$ cat config.mk
export PLATFORM = sky130hd
export DESIGN_NAME = v3a_sqrt
export DESIGN_NICKNAME = d
export VERILOG_FILES = /design/src/rtl/core/v3a_pkg.sv /design/src/rtl/core/v3a_sqrt.sv
export SDC_FILE = /design/constraint.sdc
export NUM_CORES = 2
export LEC_CHECK = 0
export BUFFER_PORTS_ARGS = -buffer_cell sky130_fd_sc_hd__buf_2
export CAP_MARGIN = 20
export CORE_MARGIN = 2
export CORE_UTILIZATION = 62
export DETAILED_ROUTE_END_ITERATION = 7
export PLACE_DENSITY = 0.78
export SLEW_MARGIN = 5
export SYNTH_ARGS = -nofsm -noshare
export SYNTH_HDL_FRONTEND = slang
export SYNTH_MEMORY_MAX_BITS = 65536
export SYNTH_SLANG_ARGS = --single-unit
export TNS_END_PERCENT = 10
$ cat constraint.sdc
create_clock -name clock -period 3.9 [get_ports clock]
set_clock_uncertainty 0.15 [all_clocks]
set_input_delay 0.78 -clock clock [delete_from_list [all_inputs] [get_ports clock]]
set_output_delay 0.78 -clock clock [all_outputs]
set_load 0.1 [all_outputs]
$ cat src/rtl/core/v3a_pkg.sv
package v3a_pkg;

   localparam int QBITS    = 32;
   localparam int SQRT_LAT = QBITS + 1;
   localparam int DIV_LAT  = QBITS + 1;
   localparam int PIPE_LAT = 4 + SQRT_LAT + DIV_LAT + 1;

   localparam logic [3:0] OP_ADD   = 4'd0;
   localparam logic [3:0] OP_SUB   = 4'd1;
   localparam logic [3:0] OP_MUL   = 4'd2;
   localparam logic [3:0] OP_SCALE = 4'd3;
   localparam logic [3:0] OP_DIV   = 4'd4;
   localparam logic [3:0] OP_DOT   = 4'd5;
   localparam logic [3:0] OP_CROSS = 4'd6;
   localparam logic [3:0] OP_MAG   = 4'd7;
   localparam logic [3:0] OP_NORM  = 4'd8;

   localparam logic [1:0] ST_OK   = 2'd0;
   localparam logic [1:0] ST_SAT  = 2'd1;
   localparam logic [1:0] ST_ZERO = 2'd2;

   localparam logic signed [63:0] Q_MAX64 = 64'sh0000_0000_7FFF_FFFF;
   localparam logic signed [63:0] Q_MIN64 = 64'shFFFF_FFFF_8000_0000;

   typedef struct packed {
      logic [3:0]         op;
      logic signed [31:0] ax;
      logic signed [31:0] ay;
      logic signed [31:0] az;
      logic signed [31:0] bx;
      logic signed [31:0] by_comp;
      logic signed [31:0] bz;
      logic signed [31:0] scalar_in;
   } req_type;

   typedef struct packed {
      logic signed [31:0] rx;
      logic signed [31:0] ry;
      logic signed [31:0] rz;
      logic signed [31:0] scalar_out;
      logic [1:0]         status;
   } rsp_type;

   typedef struct packed {
      logic [3:0]         op;
      logic signed [31:0] a;
      logic signed [31:0] b;
      logic signed [31:0] pa;
      logic signed [31:0] pb;
      logic signed [31:0] qa;
      logic signed [31:0] qb;
   } lane_in_type;

   typedef struct packed {
      logic signed [31:0] v;
      logic               ovf;
   } sat_type;

   function automatic sat_type sat32(input logic signed [63:0] x);
      sat_type r;
      if (x > Q_MAX64) begin
         r.v   = 32'sh7FFF_FFFF;
         r.ovf = 1'b1;
      end else if (x < Q_MIN64) begin
         r.v   = 32'sh8000_0000;
         r.ovf = 1'b1;
      end else begin
         r.v   = x[31:0];
         r.ovf = 1'b0;
      end
      return r;
   endfunction

   // apply sign to an unsigned quotient and clamp
   function automatic sat_type sat_quot(input logic [31:0] q, input logic neg,
                                        input logic ovf);
      sat_type r;
      if (ovf || (!neg && q[31]) || (neg && q > 32'h8000_0000)) begin
         r.v   = neg ? 32'sh8000_0000 : 32'sh7FFF_FFFF;
         r.ovf = 1'b1;
      end else begin
         r.v   = neg ? $signed(~q + 32'd1) : $signed(q);
         r.ovf = 1'b0;
      end
      return r;
   endfunction

endpackage

$ cat src/rtl/core/v3a_sqrt.sv
module v3a_sqrt (
   input  logic        clock,
   input  logic [63:0] radicand,
   output logic [31:0] root
);

   localparam int N  = v3a_pkg::QBITS;
   localparam int RW = N + 2;

   logic [63:0]   x_src    [0:N];
   logic [RW-1:0] rem_src  [0:N];
   logic [N-1:0]  root_src [0:N];
   logic [63:0]   x_ff     [0:N-1];
   logic [RW-1:0] rem_ff   [0:N-1];
   logic [N-1:0]  root_ff  [0:N-1];
   logic [N-1:0]  m_ff, m_in;

   assign x_src[0]    = radicand;
   assign rem_src[0]  = '0;
   assign root_src[0] = '0;

   for (genvar j = 0; j < N; j++) begin : g_stage
      logic [RW+1:0] remn;
      logic [RW+1:0] trial;
      logic          ge;
      logic [63:0]   x_in;
      logic [RW-1:0] rem_in;
      logic [N-1:0]  root_in;

      assign remn    = {rem_src[j], x_src[j][63:62]};
      assign trial   = {2'b00, root_src[j], 2'b01};
      assign ge      = remn >= trial;
      assign rem_in  = ge ? RW'(remn - trial) : RW'(remn);
      assign root_in = {root_src[j][N-2:0], ge};
      assign x_in    = {x_src[j][61:0], 2'b00};

      always_ff @(posedge clock) begin
         x_ff[j]    <= x_in;
         rem_ff[j]  <= rem_in;
         root_ff[j] <= root_in;
      end

      assign x_src[j+1]    = x_ff[j];
      assign rem_src[j+1]  = rem_ff[j];
      assign root_src[j+1] = root_ff[j];
   end

   // round up when the remainder exceeds the floor root
   assign m_in = root_src[N] + N'(rem_src[N] > {2'b00, root_src[N]});

   always_ff @(posedge clock) begin
      m_ff <= m_in;
   end

   assign root = m_ff;

endmodule

==> results.md <==
- Fmax achieved: 274 MHz
- Post-CTS Setup Bufs: 0
- Pwr per Cell Area: 670 nW/um2
- Status: finished clean
- CTS root buf: clkbuf_16
- Max-cap violations: 0
- DRC: 0
- Grt ovf: 0
- Crit. End Element: flop
- Max clock buf depth: 3
- Leak: 51.2 nW
- R2R Path Start: rem_ff[2][16]
- First-pass GRT wire length: 341 mm
- Routability Congestion: 0.914
- Ant. Diodes: 0
- Hold Violations, Final: 0
- Antenna-violating nets left: 0
- Utilization after layout: 70.5%
- Data arrival, critical path: 4.22 ns
- Synthesis warning total: 0
- Net count after synthesis: 10.3k
- Post-synth top area share: 53.9%
- Post-synthesis register bit count: 2589
- Largest net degree at the start of global routing: 50
- Die Wd: 398 um
- Sequential share of the synthesized area: 53.9%
- # port buffers: 96
- Least-Margin Pin Slew: 1.07 ns
- Clock transition at the registers of the reported paths: 0.06 ns
- Top post-synthesis cells by area: dfxtp_1 54%, ha_1 7.8%, xor2_1 4.3%, xnor2_1 3.8%, inv_1 3.0%
- Core footprint: 154000 um2
- Nets@finish: 10.6k
- Rel. slew slack: 28.3%
- Setup TNS: 0 ns
- CTS sink cnt: 2589
- TritonCTS clock tree: yes
- Full die area: 158000 um2
- Num CTS Buffers: 238
- Initial antenna violation count: 0
- Count of unique library cells instantiated by Yosys: 96
- Most used DFF post-synth: dfxtp_1
- Routed length per instance: 17.4 um
- Share of layout cells above drive strength 1: 7.45%
- Syn Inst Count: 9617
- Max Slew Vio Count: 0
- Setup violators final: 0
- Fin crit share: 93.7%
- Async set-reset flop share out of synthesis: 0%
- Final wirelength: 212 mm
- Synthesized area per cell: 10.0 um2
- Hold/Removal Path Class: reg -> reg
- Number of core rows: 144
- CP Launch Point: rem_ff[2][16]
- Tmin final: 3.66 ns
- Min Hold Slack: 0.133 ns
- Initial Utilization: 62.4%
- Initial DRC count: 4307
- DP HPWL: 157 mm
- RSZ-0062 raised after global routing: no
- WS Path Type: reg -> reg
- CP required: 4.47 ns
- Die Span Y: 398 um
- Total number of vias: 67.2k
- Design area: 109000 um2
- Number of global-route vias before repair: 66.7k
- Total track usage: 26.4%
- DRT Pass-1 Iters: 6
- H-tree level count: 4
- Reg2Reg Setup Slack: 0.24 ns
- Post-synth EDFFs: 0
- Commonest non-fill, non-tap cell in the layout: dfxtp_1
- Area post-placement: 99500 um2
- Post-Syn Area: 96100 um2
- Vias per cell: 5.52
- Clk_lat worst skew: 0.85 ns
- Synth-to-Final Area Change: 13.0%
- CP max FO: 5
- Most frequent cells in the layout: 2589 x dfxtp_1, 773 x inv_1, 737 x nand2_1
- Max IR drop VDD: 529 uV
- IO Count: 97
- Min-delay src: x_ff[21][51]
- Area leader, netlist: dfxtp_1
- Crit start category: flop
-- sequential cells by signal, indices dropped and copies added, names as in the netlist --
register	flops
rem_ff	1037
root_ff	528
root	32
x_ff	992
-- area by class of cell --
type,instances,area [um2]
flip-flops and latches,2589,51800
fillers,11500,45400
multi-input cells,6064,40800
clock buffers,319,6740
inverters,780,2930
well taps,2044,2560
repair buffers,270,2070
clock inverters,120,1700
-- synth_stat cells (15+ instances only) --
| cell type | number |
|---|---|
| o31ai_1 | 71 |
| and2_1 | 38 |
| nor4_1 | 137 |
| dfxtp_1 | 2589 |
| o21ai_0 | 567 |
| or4_1 | 64 |
| a211oi_1 | 55 |
| inv_1 | 773 |
| xor2_1 | 476 |
| nand2_1 | 737 |
| a211o_1 | 15 |
| nand4b_1 | 16 |
| nor2_1 | 550 |
| a21boi_0 | 24 |
| nor3b_1 | 25 |
| nand2b_1 | 106 |
| or2_2 | 42 |
| o2111ai_1 | 22 |
| a31o_2 | 15 |
| nand3_1 | 173 |
| a31oi_1 | 55 |
| or3_1 | 101 |
| o21bai_1 | 57 |
| nor2b_1 | 67 |
| nand3b_1 | 28 |
| ha_1 | 598 |
| a21oi_1 | 545 |
| a21o_1 | 231 |
| a2111oi_0 | 21 |
| o211ai_1 | 46 |
| nor3_1 | 249 |
| clkbuf_1 | 161 |
| nand4_1 | 106 |
| o41ai_1 | 17 |
| and3_1 | 56 |
| mux2_2 | 41 |
| xnor2_1 | 412 |
| o21a_1 | 97 |
-- worst max-delay path: stages (launching register included) --
cell	delay (ns)
dfxtp_1	0.33
or4_1	0.59
or4b_2	0.67
nor4_1	0.28
buf_4	0.18
nor4bb_1	0.44
nand4b_1	0.27
nor2_1	0.10
nand3_1	0.24
nor3_1	0.09
xor2_1	0.16
-- per-layer routing --
layer  up-vias  share of wire [%]  GRT usage (%)
li1      33700                  -              -
met1     31600                 42           31.5
met2      1543                 50           48.0
met3       472                4.1           3.66
met4         0                3.6           9.81
met5         -                  0              0
-- report_power, final --
part	total (mW)	switching, mW	internal (mW)
clock network	24.2	10.1	14.1
registers	34.6	3.55	31.1
logic	13.9	8.27	5.68
-- final timing paths --
check	to	cells after the start
hold reg to reg	x_ff[22][53]	0
hold / removal	x_ff[22][53]	0
setup reg to reg	rem_ff[3][27]	10
setup / recovery	rem_ff[3][27]	10
-- stage by stage --
step | instances | setup slack, ns | power (mW)
floorplan | 9617 | 0.416 | 44.5
finish | 12200 | 0.244 | 72.8
global placement | 11700 | 0.287 | 48.6
CTS | 12200 | 0.190 | 73.2
global route | 12200 | 0.00807 | 76.3
detailed placement | 11700 | 0.223 | 48.9
-- cell families (layout without fill, tap and decap cells) --
logic type / count (synthesis) / in the layout / synth area share [%]
AOI/OAI and AO/OA: 1977 / 1977 / 12.8
xor gates and xnor gates: 888 / 888 / 8.09
adders and majority gates: 598 / 598 / 7.78
buffers and inverters: 964 / 1489 / 3.79
DFF: 2589 / 2589 / 53.9
muxes: 50 / 50 / 0.584
other: 1 / 1 / 0.00390
and+or+nand+nor: 2550 / 2550 / 13.1
-- timing repair --
action                                 CTS  global route
endpoints found under the hold margin   65             0
setup endpoints to repair                0            15
hold buffers                            65             0
gates resized for setup                  0             5
Power figures use the tool's default switching activity.
